## src/rtl/core/assert_macros.svh

```systemverilog
// Assertion macros shared by the RTL (clocked on clk, disabled in reset)
`ifndef ASSERT_MACROS_SVH
`define ASSERT_MACROS_SVH

`ifndef NO_ASSERTIONS

// Implication or plain property, sampled at clk, off while arst_n is low
`define U8D_ASSERT(label, prop, msg) \
	label: assert property (@(posedge clk) disable iff (!arst_n) (prop)) else $error(msg);

// Same check written as a trigger and a next-cycle consequence
`define U8D_ASSERT_NEXT(label, trig, cons, msg) \
	label: assert property (@(posedge clk) disable iff (!arst_n) (trig) |=> (cons)) \
		else $error(msg);

`else

`define U8D_ASSERT(label, prop, msg)
`define U8D_ASSERT_NEXT(label, trig, cons, msg)

`endif

`endif

```

## src/rtl/core/u8d_pkg.sv

```systemverilog
// Types and constants of the UTF-8 stream decoder
package u8d_pkg;

	localparam int CP_W = 21;
	localparam int QDEPTH = 4;
	localparam int QPTR_W = $clog2(QDEPTH);
	localparam int QCNT_W = $clog2(QDEPTH + 1);

	localparam logic [CP_W-1:0] REPL_RESET = 21'h00FFFD;

	// Byte class bounds
	localparam logic [7:0] ASCII_MAX = 8'h7F;
	localparam logic [7:0] CONT_MAX  = 8'hBF;
	localparam logic [7:0] LEAD2_MAX = 8'hDF;
	localparam logic [7:0] LEAD3_MAX = 8'hEF;
	localparam logic [7:0] LEAD4_MAX = 8'hF7;

	// Input beat
	typedef struct packed {
		logic [7:0] byte_in;
		logic       string_end;
	} src_beat_t;

	// Result beat
	typedef struct packed {
		logic [CP_W-1:0] code_point;
		logic            is_replacement;
		logic            run_last;
	} res_beat_t;

	// Decoder output: results for one byte plus next state
	typedef struct packed {
		logic [1:0]      res_cnt;
		res_beat_t       res0;
		res_beat_t       res1;
		logic [1:0]      next_pending;
		logic [CP_W-1:0] next_acc;
	} dec_out_t;

endpackage

```

## src/rtl/core/u8d_decode.sv

```systemverilog
// Combinational decode of one byte against the pending sequence state
module u8d_decode (
	input  u8d_pkg::src_beat_t       beat,
	input  logic [1:0]               pending,
	input  logic [u8d_pkg::CP_W-1:0] acc,
	input  logic [u8d_pkg::CP_W-1:0] repl,
	output u8d_pkg::dec_out_t        dec
);
	import u8d_pkg::*;

	always_comb begin
		logic [7:0]      c;
		logic [1:0]      n;
		logic [1:0]      np;
		logic [CP_W-1:0] na;
		logic [CP_W-1:0] cp0;
		logic [CP_W-1:0] cp1;
		logic            rp0;
		logic            rp1;

		c   = beat.byte_in;
		n   = 2'd0;
		np  = pending;
		na  = acc;
		cp0 = '0;
		cp1 = '0;
		rp0 = 1'b0;
		rp1 = 1'b0;

		// Byte class
		if (c <= ASCII_MAX) begin
			if (pending != 2'd0) begin
				cp0 = repl;
				rp0 = 1'b1;
				n   = 2'd1;
				np  = 2'd0;
			end
			if (n == 2'd0) begin
				cp0 = {13'd0, c};
			end else begin
				cp1 = {13'd0, c};
			end
			n = n + 2'd1;
		end else if (c <= CONT_MAX) begin
			if (pending != 2'd0) begin
				na = {acc[CP_W-7:0], c[5:0]};
				np = pending - 2'd1;
				if (np == 2'd0) begin
					cp0 = na;
					n   = 2'd1;
				end
			end else begin
				cp0 = repl;
				rp0 = 1'b1;
				n   = 2'd1;
			end
		end else if (c <= LEAD2_MAX) begin
			np = 2'd1;
			na = {16'd0, c[4:0]};
		end else if (c <= LEAD3_MAX) begin
			np = 2'd2;
			na = {17'd0, c[3:0]};
		end else if (c <= LEAD4_MAX) begin
			np = 2'd3;
			na = {18'd0, c[2:0]};
		end else begin
			cp0 = repl;
			rp0 = 1'b1;
			n   = 2'd1;
			np  = 2'd0;
		end

		// End of string flushes a truncated sequence
		if (beat.string_end) begin
			if (np != 2'd0) begin
				if (n == 2'd0) begin
					cp0 = repl;
					rp0 = 1'b1;
				end else begin
					cp1 = repl;
					rp1 = 1'b1;
				end
				n = n + 2'd1;
			end
			np = 2'd0;
			na = '0;
		end

		dec.res_cnt             = n;
		dec.res0.code_point     = cp0;
		dec.res0.is_replacement = rp0;
		dec.res0.run_last       = (n == 2'd1);
		dec.res1.code_point     = cp1;
		dec.res1.is_replacement = rp1;
		dec.res1.run_last       = (n == 2'd2);
		dec.next_pending        = np;
		dec.next_acc            = na;
	end

endmodule

```

## src/rtl/core/u8d_resq.sv

```systemverilog
// Result queue: takes up to two beats per cycle, hands out one
module u8d_resq (
	input  logic                       clk,
	input  logic                       arst_n,
	input  logic [1:0]                 push_cnt,
	input  u8d_pkg::res_beat_t         push0,
	input  u8d_pkg::res_beat_t         push1,
	input  logic                       pop,
	output u8d_pkg::res_beat_t         head,
	output logic [u8d_pkg::QCNT_W-1:0] count
);
	import u8d_pkg::*;

	res_beat_t           ent_q [QDEPTH];
	logic [QPTR_W-1:0]   wr_ptr_q;
	logic [QPTR_W-1:0]   rd_ptr_q;
	logic [QCNT_W-1:0]   count_q;
	logic [QPTR_W-1:0]   wr_ptr_p1;

	assign wr_ptr_p1 = wr_ptr_q + QPTR_W'(1);

	// Entry storage
	always_ff @(posedge clk) begin
		if (push_cnt != 2'd0) begin
			ent_q[wr_ptr_q] <= push0;
		end
		if (push_cnt == 2'd2) begin
			ent_q[wr_ptr_p1] <= push1;
		end
	end

	// Pointers and fill count
	always_ff @(posedge clk or negedge arst_n) begin
		if (!arst_n) begin
			wr_ptr_q <= '0;
			rd_ptr_q <= '0;
			count_q  <= '0;
		end else begin
			wr_ptr_q <= wr_ptr_q + QPTR_W'(push_cnt);
			if (pop) begin
				rd_ptr_q <= rd_ptr_q + QPTR_W'(1);
			end
			count_q <= count_q + QCNT_W'(push_cnt) - QCNT_W'(pop);
		end
	end

	assign head  = ent_q[rd_ptr_q];
	assign count = count_q;

endmodule

```

## src/rtl/core/utf8_stream_decoder.sv

```systemverilog
// Top level of the UTF-8 stream decoder
//
//  channel | valid     | stall     | payload                          | note
//  --------+-----------+-----------+----------------------------------+-----------------
//  src     | src_valid | src_stall | src_beat (byte_in, string_end)   | one byte a beat
//  res     | res_valid | res_stall | res_beat (code_point, flags)     | 0..2 per byte
//  cfg     | cfg_we    | -         | cfg_data (replacement code)      | write only
//
// One byte is taken per cycle while src_stall is low; its first result beat is offered
// once the byte has passed the input register and been written into the result queue.
// A byte sits in the input register, is decoded there and its 0..2 results go
// into a four-entry result queue, which drains one beat per cycle while res_stall is low.
// src_stall rises while the byte in the input register waits for two free
// queue entries. Reset clears the sequence state and loads 0xFFFD as the
// replacement code.
`include "assert_macros.svh"

module utf8_stream_decoder (
	input  logic                       clk,
	input  logic                       arst_n,
	input  logic                       src_valid,
	output logic                       src_stall,
	input  u8d_pkg::src_beat_t         src_beat,
	output logic                       res_valid,
	input  logic                       res_stall,
	output u8d_pkg::res_beat_t         res_beat,
	input  logic                       cfg_we,
	input  logic [u8d_pkg::CP_W-1:0]   cfg_data
);
	import u8d_pkg::*;

	logic              valid_s1;
	src_beat_t         beat_s1;
	logic [1:0]        pending_q;
	logic [CP_W-1:0]   acc_q;
	logic [CP_W-1:0]   repl_q;
	dec_out_t          dec;
	logic [QCNT_W-1:0] q_count;
	logic              room;
	logic              adv_s1;
	logic              src_take;
	logic              res_take;

	// Handshake
	assign room     = (q_count <= QCNT_W'(QDEPTH - 2));
	assign adv_s1   = valid_s1 && room;
	assign src_stall = valid_s1 && !room;
	assign src_take = src_valid && !src_stall;
	assign res_valid = (q_count != '0);
	assign res_take = res_valid && !res_stall;

	// Input register
	always_ff @(posedge clk or negedge arst_n) begin
		if (!arst_n) begin
			valid_s1 <= 1'b0;
		end else if (src_take) begin
			valid_s1 <= 1'b1;
		end else if (adv_s1) begin
			valid_s1 <= 1'b0;
		end
	end

	always_ff @(posedge clk) begin
		if (src_take) begin
			beat_s1 <= src_beat;
		end
	end

	// Sequence state and replacement code
	always_ff @(posedge clk or negedge arst_n) begin
		if (!arst_n) begin
			pending_q <= 2'd0;
			acc_q     <= '0;
			repl_q    <= REPL_RESET;
		end else begin
			if (adv_s1) begin
				pending_q <= dec.next_pending;
				acc_q     <= dec.next_acc;
			end
			if (cfg_we) begin
				repl_q <= cfg_data;
			end
		end
	end

	u8d_decode u_decode (
		.beat    (beat_s1),
		.pending (pending_q),
		.acc     (acc_q),
		.repl    (repl_q),
		.dec     (dec)
	);

	u8d_resq u_resq (
		.clk      (clk),
		.arst_n   (arst_n),
		.push_cnt (adv_s1 ? dec.res_cnt : 2'd0),
		.push0    (dec.res0),
		.push1    (dec.res1),
		.pop      (res_take),
		.head     (res_beat),
		.count    (q_count)
	);

	// Checks
	`U8D_ASSERT(a_q_bound, q_count <= QCNT_W'(QDEPTH), "result queue overfilled")
	`U8D_ASSERT_NEXT(a_end_clears, adv_s1 && beat_s1.string_end, pending_q == 2'd0 && acc_q == '0, "state not cleared at end of string")
	`U8D_ASSERT(a_last_mark, !(adv_s1 && dec.res_cnt == 2'd2) || (!dec.res0.run_last && dec.res1.run_last), "run_last misplaced on a two-result byte")

endmodule

```

## config.mk

```make
export PLATFORM = sky130hd
export DESIGN_NAME = utf8_stream_decoder
export DESIGN_NICKNAME = d
export VERILOG_FILES = /design/src/rtl/core/u8d_pkg.sv /design/src/rtl/core/u8d_decode.sv /design/src/rtl/core/u8d_resq.sv /design/src/rtl/core/utf8_stream_decoder.sv
export VERILOG_INCLUDE_DIRS = /design/src /design/src/rtl/core
export SDC_FILE = /design/constraint.sdc
export NUM_CORES = 1
export LEC_CHECK = 0
export BUFFER_PORTS_ARGS = -buffer_cell sky130_fd_sc_hd__buf_2
export CAP_MARGIN = 30
export CORE_UTILIZATION = 50
export CTS_CLUSTER_DIAMETER = 40
export DETAILED_ROUTE_END_ITERATION = 8
export PLACE_DENSITY = 0.71
export SYNTH_ARGS = -nofsm -noshare
export SYNTH_HDL_FRONTEND = slang
export SYNTH_SLANG_ARGS = --single-unit
```

## constraint.sdc

```tcl
create_clock -name clk -period 3.1 [get_ports clk]
set_input_delay 0.155 -clock clk [delete_from_list [all_inputs] [get_ports clk]]
set_output_delay 0.155 -clock clk [all_outputs]
set_load 0.02 [all_outputs]
```

* Word-level counts from Yosys, hierarchy flattened
Memory sizes are Yosys's and may differ from the RTL's. Cells that the tools add are included.
Word-level totals: bits in registers 55, bits in writable memories 92, bits of input ports 35, logic and storage cells 109, memories 1
Operators by class: $add $sub $neg 8, $lt $le $gt $ge 6, equal/unequal tests 5, multiplexer cells 63, reduce and logical (&&, ||, !) cells 17
Memory list:
- u_resq.ent_q | words 4, width 23, rd ports 1, clocked after memory_dff 0, wr ports 2, line u8d_resq.sv:14 | res_beat_t ent_q [QDEPTH];
Operators with widths (number):
- 2-to-1 mux 21 bit | 16
- 2-to-1 mux 15 bit | 7
- less-or-equal comparator 8 bit, second input constant | 4
- 2-to-1 mux 2 bit | 16
- 2-to-1 mux 1 bit | 23
- adder 2 x 1 -> 2 bit, second input constant | 4
- less-or-equal comparator 8 x 7 -> 1 bit, second input constant | 1
- 2-to-1 mux 8 bit | 1
- nonzero test 2 bit | 4
- zero test 2 bit | 3
- nonzero test 5 bit | 1
- equality test 2 bit, second input constant | 2
- logical AND 1 bit | 4
- AND reduction 4 bit | 1
- adder 3 x 2 -> 3 bit | 1
- less-or-equal comparator 3 x 2 -> 1 bit, second input constant | 1
- zero test 1 bit | 3
- inequality test 3 bit, second input constant | 1
- nonzero test 3 bit | 1
- subtractor 3 x 1 -> 3 bit | 1
- adder 2 bit | 1
- equality test 2 x 1 -> 1 bit, second input constant | 1
- inequality test 2 bit, second input constant | 1
- subtractor 2 x 1 -> 2 bit, second input constant | 1

* Logic depth before layout (Yosys ltp)
Gate-level depths: netlist of the first run.
depth after elaboration 13, mapped depth 13

* Modules after synthesis
Synthesis of the first run repeated with hierarchy kept, for this count alone.
Unflattened totals: cell total of the unflattened synthesis 526, area total of the unflattened synthesis 8236.6 sq um
By module, submodules not included:
- u8d_resq | instances 1, cells an instance 261, area each 5078.6 sq um
- utf8_stream_decoder | instances 1, cells an instance 115, area each 2092.0 sq um
- u8d_decode | instances 1, cells an instance 150, area each 1066.0 sq um

* Worst setup path before layout of the first run
OpenSTA, ideal clock, no wires.
path type flip-flop to flip-flop, start point register beat_s1[7] in the netlist's numbering, end point memory u_resq.ent_q[0][0] in the netlist's numbering, enable pin, arrival 2889 ps, setup slack -227 ps, stages on the path, launching flop included 6, path buffers 1, cell sequence edfxtp_1 > buf_6 > o21ai_1 > nand2b_1 > o21ai_0 > o31ai_1
RTL lines:
- start: declaration | line utf8_stream_decoder.sv:33 | src_beat_t beat_s1;
- start signal: assignment | line utf8_stream_decoder.sv:65 | beat_s1 <= src_beat;
- end: declaration | line u8d_resq.sv:14

* Worst setup path in the final report of the first run
start point register pending_q[1], end point register u_resq.count_q[2], in the netlist u_resq.count[2]
On the way: longest elaborated chain between the ends 12
Ends and longest elaborated chain:
- start: declaration | line utf8_stream_decoder.sv:34 | logic [1:0] pending_q;
- start signal: assignment | line utf8_stream_decoder.sv:77 | pending_q <= dec.next_pending;
- subtractor 2 x 1 -> 2 bit | line u8d_decode.sv:47 | np = pending - 2'd1;
- zero test 2 bit | line u8d_decode.sv:48 | if (np == 2'd0) begin
- 2-to-1 mux 1 bit | line u8d_decode.sv:48
- 2-to-1 mux 1 bit | line u8d_decode.sv:45 | if (pending != 2'd0) begin
- 2-to-1 mux 2 bit | line u8d_decode.sv:44 | end else if (c <= CONT_MAX) begin
- 2-to-1 mux 2 bit | line u8d_decode.sv:31 | if (c <= ASCII_MAX) begin
- adder 2 x 1 -> 2 bit | line u8d_decode.sv:83 | n = n + 2'd1;
- 2-to-1 mux 2 bit | line u8d_decode.sv:75 | if (np != 2'd0) begin
- 2-to-1 mux 2 bit * | line u8d_decode.sv:74 | if (beat.string_end) begin
- 2-to-1 mux 2 bit * | line utf8_stream_decoder.sv:97 | .push_cnt (adv_s1 ? dec.res_cnt : 2'd0),
- adder 3 x 2 -> 3 bit * | line u8d_resq.sv:43 | count_q <= count_q + QCNT_W'(push_cnt) - QCNT_W'(pop);
- subtractor 3 x 1 -> 3 bit * | line u8d_resq.sv:43
- end signal: assignment | line u8d_resq.sv:43
- end: declaration | line u8d_resq.sv:17 | logic [QCNT_W-1:0] count_q;
Every way passes the cells marked *; elsewhere a longest branch is shown, timed or not. The select of a mux whose other input is x is not followed. A chain may end at the register's enable or synchronous reset.

==> reports/metrics.csv, run 1 <==
metric,value,unit
reg2reg_depth,11,
portBuffers,59,
drt-total-wl,14300,um
slew_headroom,0.330,
avgViaCountPerCell,5.57,
synth.most_common_cell,edfxtp_1,
synthCells,484,
hpwl,9060,um
num-fill-cells,977,
numCtsBuffers,17,
layout.nets,625,
use_met1,0.294,
core_area,13200,um^2
die_x,119,um
hold_violations,0,
fin_crit_sh,0.925,
synth_ff_type,edfxtp_1,
ys_types,56,
crit_path_end_kind,flop,
start_util,0.515,
vias,4306,
peakVddDrop,0.498,mV
hold_slack,0.0827,ns
io_pins,60,
pwr_density_cell,980,nW/um^2
avgSynthCellArea,14.1,um^2
drv_cap,0,
ys_seq_area_frac,0.617,
rsz0062_at_grt,false,
die-area,14100,um^2
yosys.area.top_type_share,0.445,
path_clk_slew,0.06,ns
synth_edf_count,101,
ys_top_cells_by_count,"edfxtp_1 (101), nor2_1 (88), dfrtp_1 (31), a21oi_1 (27), mux4_2 (23)",
outcome,"finished, final reports clean",
final.min_clock_period,2.87,ns
grt_pass1_wl,22700,um
critPathArrivalTime,3.20,ns
leakage,0.00334,uW
clk_latency,0.42,ns
fin_ws,0.232,ns
tightest_slew,1.00,ns
die_h,119,um
hold_depth,3,
num_rows,42,
drive_gt1_frac,0.355,
maxSlewViolCount,0,
cts_root_buf,clkbuf_16,
grt_usage,0.215,
hp-class,in -> reg,
diodes,0,
ys_async_sr_fraction,0.313,
syn-cell-area,6810,um^2
timing.fmax,349,MHz
cp_max_fo,11,
grt_pass1_vias,4300,
grt_overflow,0,
setup_viol,0,
synth_top_cell_by_area,edfxtp_1,
routedWlPerCell,18.5,um
use_met2,0.347,
synth_area_leaders,"edfxtp_1 (45%), dfrtp_1 (11%), mux4_2 (7.6%)",
final_util,0.625,
required,3.44,ns
place_ws,0.224,ns
setup_tns,0,ns
synthesis.nets,525,
grt_max_degree,31,
cts_tree,built,
grt-busiest-layer,met2,
grt_use_met3,0.0405,
ys_warn_count,0,
drt_iter0_markers,345,
antenna_found_initial,0,
ant_nets,0,
clock_path_buffers,2,
cts_sinks,147,
startpoint_type,flop,
syn_to_final_growth,21.5,%
post-route-drc-count,0,
skew,0.00892,ns
gp_congestion,0.846,
cts_max_level,4,
dr.pass1.iters,4,
yosys_register_bits,147,
worstSetupPathType,reg -> reg,
metal layers:
layer  up-vias  routed length [um]
met4         0                 242
met3        27                 800
met5         -                   0
met2       159                7100
met1      2122                6160
li1       1998                   -
placed cells by master (no fill, tap or decap), types with 3 or more instances in the layout:
master and instances:
ha_1 5, buf_2 59, or2_2 3, dfrtp_1 31, edfxtp_1 101, nor3_1 4, inv_1 10, nor2_1 88
and2_2 6, dlygate4sd3_1 32, mux4_2 23, a22o_1 13, inv_4 3, nor2_2 4, buf_4 19, buf_12 3
mux2_2 21, a21oi_1 27, clkbuf_1 4, clkbuf_16 20, nor2b_1 3, a22o_2 5, a22oi_1 5, xnor2_1 3
a21oi_2 5, o21ai_2 3, nand2_1 15, o21ai_0 15, nand2b_1 3, dfstp_2 15, xor2_1 3, a22oi_4 9
registers in the layout, summed over array words and instances, names as in the netlist:
signal and count:
repl_q 21, u_resq.ent_q 92, beat_s1 9, u_resq.wr_ptr_q 2, valid_s1 1, u_resq.count 3
acc_q 15, u_resq.rd_ptr_q 2, pending_q 2
what timing repair did:
| action | in CTS | in global routing |
|---|---|---|
| gates resized for setup | 0 | 0 |
| setup endpoints to repair | 0 | 1 |
| hold endpoints to repair | 46 | 0 |
| buffers inserted | 0 | 2 |
| hold buffers | 32 | 0 |
through the flow:
| stage | total power, uW | instances | area (um^2) |
|---|---|---|---|
| final | 8110 | 773 | 8280 |
| after floorplan | 5220 | 484 | 6820 |
| after detailed placement | 6020 | 707 | 7340 |
| after global routing | 8520 | 773 | 8280 |
| after global placement | 5910 | 706 | 7320 |
| after CTS | 8150 | 771 | 8260 |
power by group:
part           internal, uW  leakage, uW  switching [uW]
sequential             2790      0.00149             252
combinational          1240      0.00155            1750
clock                  1300     0.000302             778
total                  5330      0.00334            2780
cells by family (layout without fill, tap and decap cells):
group                    after synthesis  after routing  synth area share
AND/OR/NAND/NOR                      146            146             0.105
XOR/XNOR                               6              6           0.00771
AO/OA/AOI/OAI                         93             93             0.112
multiplexers                          44             44             0.111
flip-flops                           147            147             0.617
buffers and inverters                 42            155            0.0358
adder cells (fa/ha/maj)                6              6            0.0121
area by class of cell:
cell class                 count  area [um^2]  area share
sequential                   147         4200       0.508
multi-input combinational    295         2390       0.289
timing repair buffer         113          818      0.0989
clock buffer                  26          543      0.0656
tap                          176          220      0.0266
clock inverter                 6         62.6     0.00756
inverter                      10         37.5     0.00454
path summary, 6_finish.rpt:
check | startpoint | endpoint | slack (ns)
max reg2reg | pending_q[1] | u_resq.count[2] | 0.23
max | pending_q[1] | u_resq.count[2] | 0.23
min in group asynchronous | arst_n | pending_q[0] | 0.22
min reg2reg | u_resq.rd_ptr_q[1] | u_resq.rd_ptr_q[1] | 0.49
max in group asynchronous | arst_n | repl_q[13] | 2.30
min | res_stall | u_resq.rd_ptr_q[0] | 0.08
worst max-delay path: stages, from the launching register on:
cell and delay (ns):
dfrtp_1 0.51, o21ai_1 0.21, nand2b_1 0.18, nand2_1 0.07, ha_1 0.32, inv_1 0.06, nor3_1 0.04, o21ai_0 0.28
ha_1 0.32, fa_1 0.44, xor2_1 0.20, xnor2_1 0.15
Power figures use the tool's default switching activity.
==> run 2, diff against run 1 <==
--- a/config.mk
+++ b/config.mk
@@ -8,10 +8,10 @@
 export LEC_CHECK = 0
 export BUFFER_PORTS_ARGS = -buffer_cell sky130_fd_sc_hd__buf_2
 export CAP_MARGIN = 30
-export CORE_UTILIZATION = 50
+export CORE_UTILIZATION = 54
 export CTS_CLUSTER_DIAMETER = 40
 export DETAILED_ROUTE_END_ITERATION = 8
-export PLACE_DENSITY = 0.71
+export PLACE_DENSITY = 0.76
 export SYNTH_ARGS = -nofsm -noshare
 export SYNTH_HDL_FRONTEND = slang
 export SYNTH_SLANG_ARGS = --single-unit
==> run 2 against run 1 <==
Compared with the run above: global-route usage up 2.8 points; via count up 0.95%; critical path depth down 1; clock-buffer cell count down 2; utilization up 5.7 points; clock skew down 0.00052 ns; sequential power about the same; setup slack better by 0.068 ns; critical endpoint is now u_resq.ent_q[3][14].
==> reports/metrics.csv, run 2 (synthesis results as in run 1) <==
metric,value,unit
antenna_found_initial,0,
layout.nets,627,
tightest_slew,0.847,ns
hp-class,in -> reg,
cp_max_fo,12,
cts_root_buf,clkbuf_16,
pwr_density_cell,978,nW/um^2
setup_tns,0,ns
fin_ws,0.300,ns
required,3.37,ns
drt_iter0_markers,291,
die-area,13100,um^2
layout_commonest_cell,edfxtp_1,
start_util,0.560,
grt_pass1_vias,4381,
gp_congestion,0.860,
die_h,114,um
grt_use_met3,0.0513,
timing.fmax,357,MHz
num-fill-cells,814,
outcome,"finished, final reports clean",
grt_pass1_wl,23100,um
final_cell_mix,"edfxtp_1 (101), nor2_1 (88), buf_2 (59), dlygate4sd3_1 (32), dfrtp_1 (31)",
avgViaCountPerCell,5.67,
maxSlewViolCount,0,
clk_latency,0.42,ns
drv_cap,0,
cts_sinks,147,
leakage,0.00335,uW
dr.pass1.iters,7,
numCtsBuffers,17,
core_area,12200,um^2
largest_reg_flops,92,
grt-busiest-layer,met2,
die_x,114,um
cts_tree,built,
num_rows,40,
top_register,u_resq.ent_q,
hold_violations,0,
skew,0.00840,ns
grt_usage,0.242,
drt-total-wl,14500,um
fin_crit_sh,0.903,
place_ws,0.309,ns
final.min_clock_period,2.80,ns
peakVddDrop,0.509,mV
startpoint_type,flop,
ant_nets,0,
hpwl,9220,um
routedWlPerCell,18.9,um
worstSetupPathType,reg -> reg,
diodes,0,
crit_path_end_kind,flop,
path_clk_slew,0.06,ns
use_met1,0.322,
critPathArrivalTime,3.07,ns
portBuffers,59,
io_pins,60,
slew_headroom,0.435,
drive_gt1_frac,0.362,
largest_registers,"u_resq.ent_q x92, repl_q x21, acc_q x15",
clock_path_buffers,2,
grt_max_degree,37,
setup_viol,0,
syn_to_final_growth,21.7,%
cts_max_level,4,
rsz0062_at_grt,false,
grt_overflow,0,
post-route-drc-count,0,
reg2reg_slack,0.30,ns
use_met2,0.391,
vias,4347,
-- run 2: report_power, final --
| part | switching (uW) | internal, uW | leakage, uW | total, uW |
|---|---|---|---|---|
| registers | 264 | 2790 | 0.00149 | 3060 |
| clock network | 796 | 1210 | 0.000295 | 2010 |
| logic | 1760 | 1280 | 0.00156 | 3040 |
-- run 2: worst paths after layout --
check,depth (start not counted),to,startpoint
min in group asynchronous,2,acc_q[7],arst_n
max in group asynchronous,3,repl_q[0],arst_n
worst min register to register,1,u_resq.rd_ptr_q[0],u_resq.rd_ptr_q[0]
worst max register to register,10,u_resq.ent_q[3][14],beat_s1[8]
worst max-delay path,10,u_resq.ent_q[3][14],beat_s1[8]
worst min-delay path,3,u_resq.rd_ptr_q[0],res_stall
-- run 2: per-stage QoR --
| step | total power (uW) | util | std cells | hold WS [ns] | area (um^2) |
|---|---|---|---|---|---|
| global route | 8510 | 0.682 | 767 | 0.0915 | 8290 |
| global placement | 5950 | 0.604 | 701 | 0.331 | 7340 |
| detailed placement | 6070 | 0.606 | 703 | 0.0482 | 7380 |
| CTS | 8120 | 0.682 | 767 | 0.0599 | 8290 |
| floorplan | 5220 | - | 484 | -0.141 | 6820 |
| finish | 8110 | 0.682 | 767 | 0.0774 | 8290 |
-- run 2: area by class of cell --
cell class | instances | area [um^2] | share of cell area
Sequential cell | 147 | 4200 | 0.507
Multi-Input combinational cell | 295 | 2390 | 0.289
Timing Repair Buffer | 115 | 853 | 0.103
Clock buffer | 24 | 533 | 0.0643
Tap cell | 168 | 210 | 0.0254
Clock inverter | 8 | 61.3 | 0.00740
Inverter | 10 | 37.5 | 0.00453
-- run 2: timing repair --
action,4_1_cts,5_1_grt
buffers inserted,0,0
resized for setup,0,0
hold buffers,32,0
hold endpoints to repair,64,0
-- run 2: metal layers --
layer / part of all wire / up-vias / wire length (um)
li1: - / 1997 / -
met3: 0.062 / 24 / 901
met2: 0.50 / 168 / 7320
met4: 0.017 / 0 / 245
met5: 0 / - / 0
met1: 0.42 / 2158 / 6050
-- run 2: worst max-delay path, stage by stage (launching register included) --
cell and delay, ns:
edfxtp_1 0.53, o21ba_1 0.31, inv_1 0.08, nand2_1 0.07, ha_1 0.14, nand2_1 0.09
nor3b_4 0.44, or2_1 0.51, buf_12 0.21, a22oi_4 0.08, nor2_1 0.17
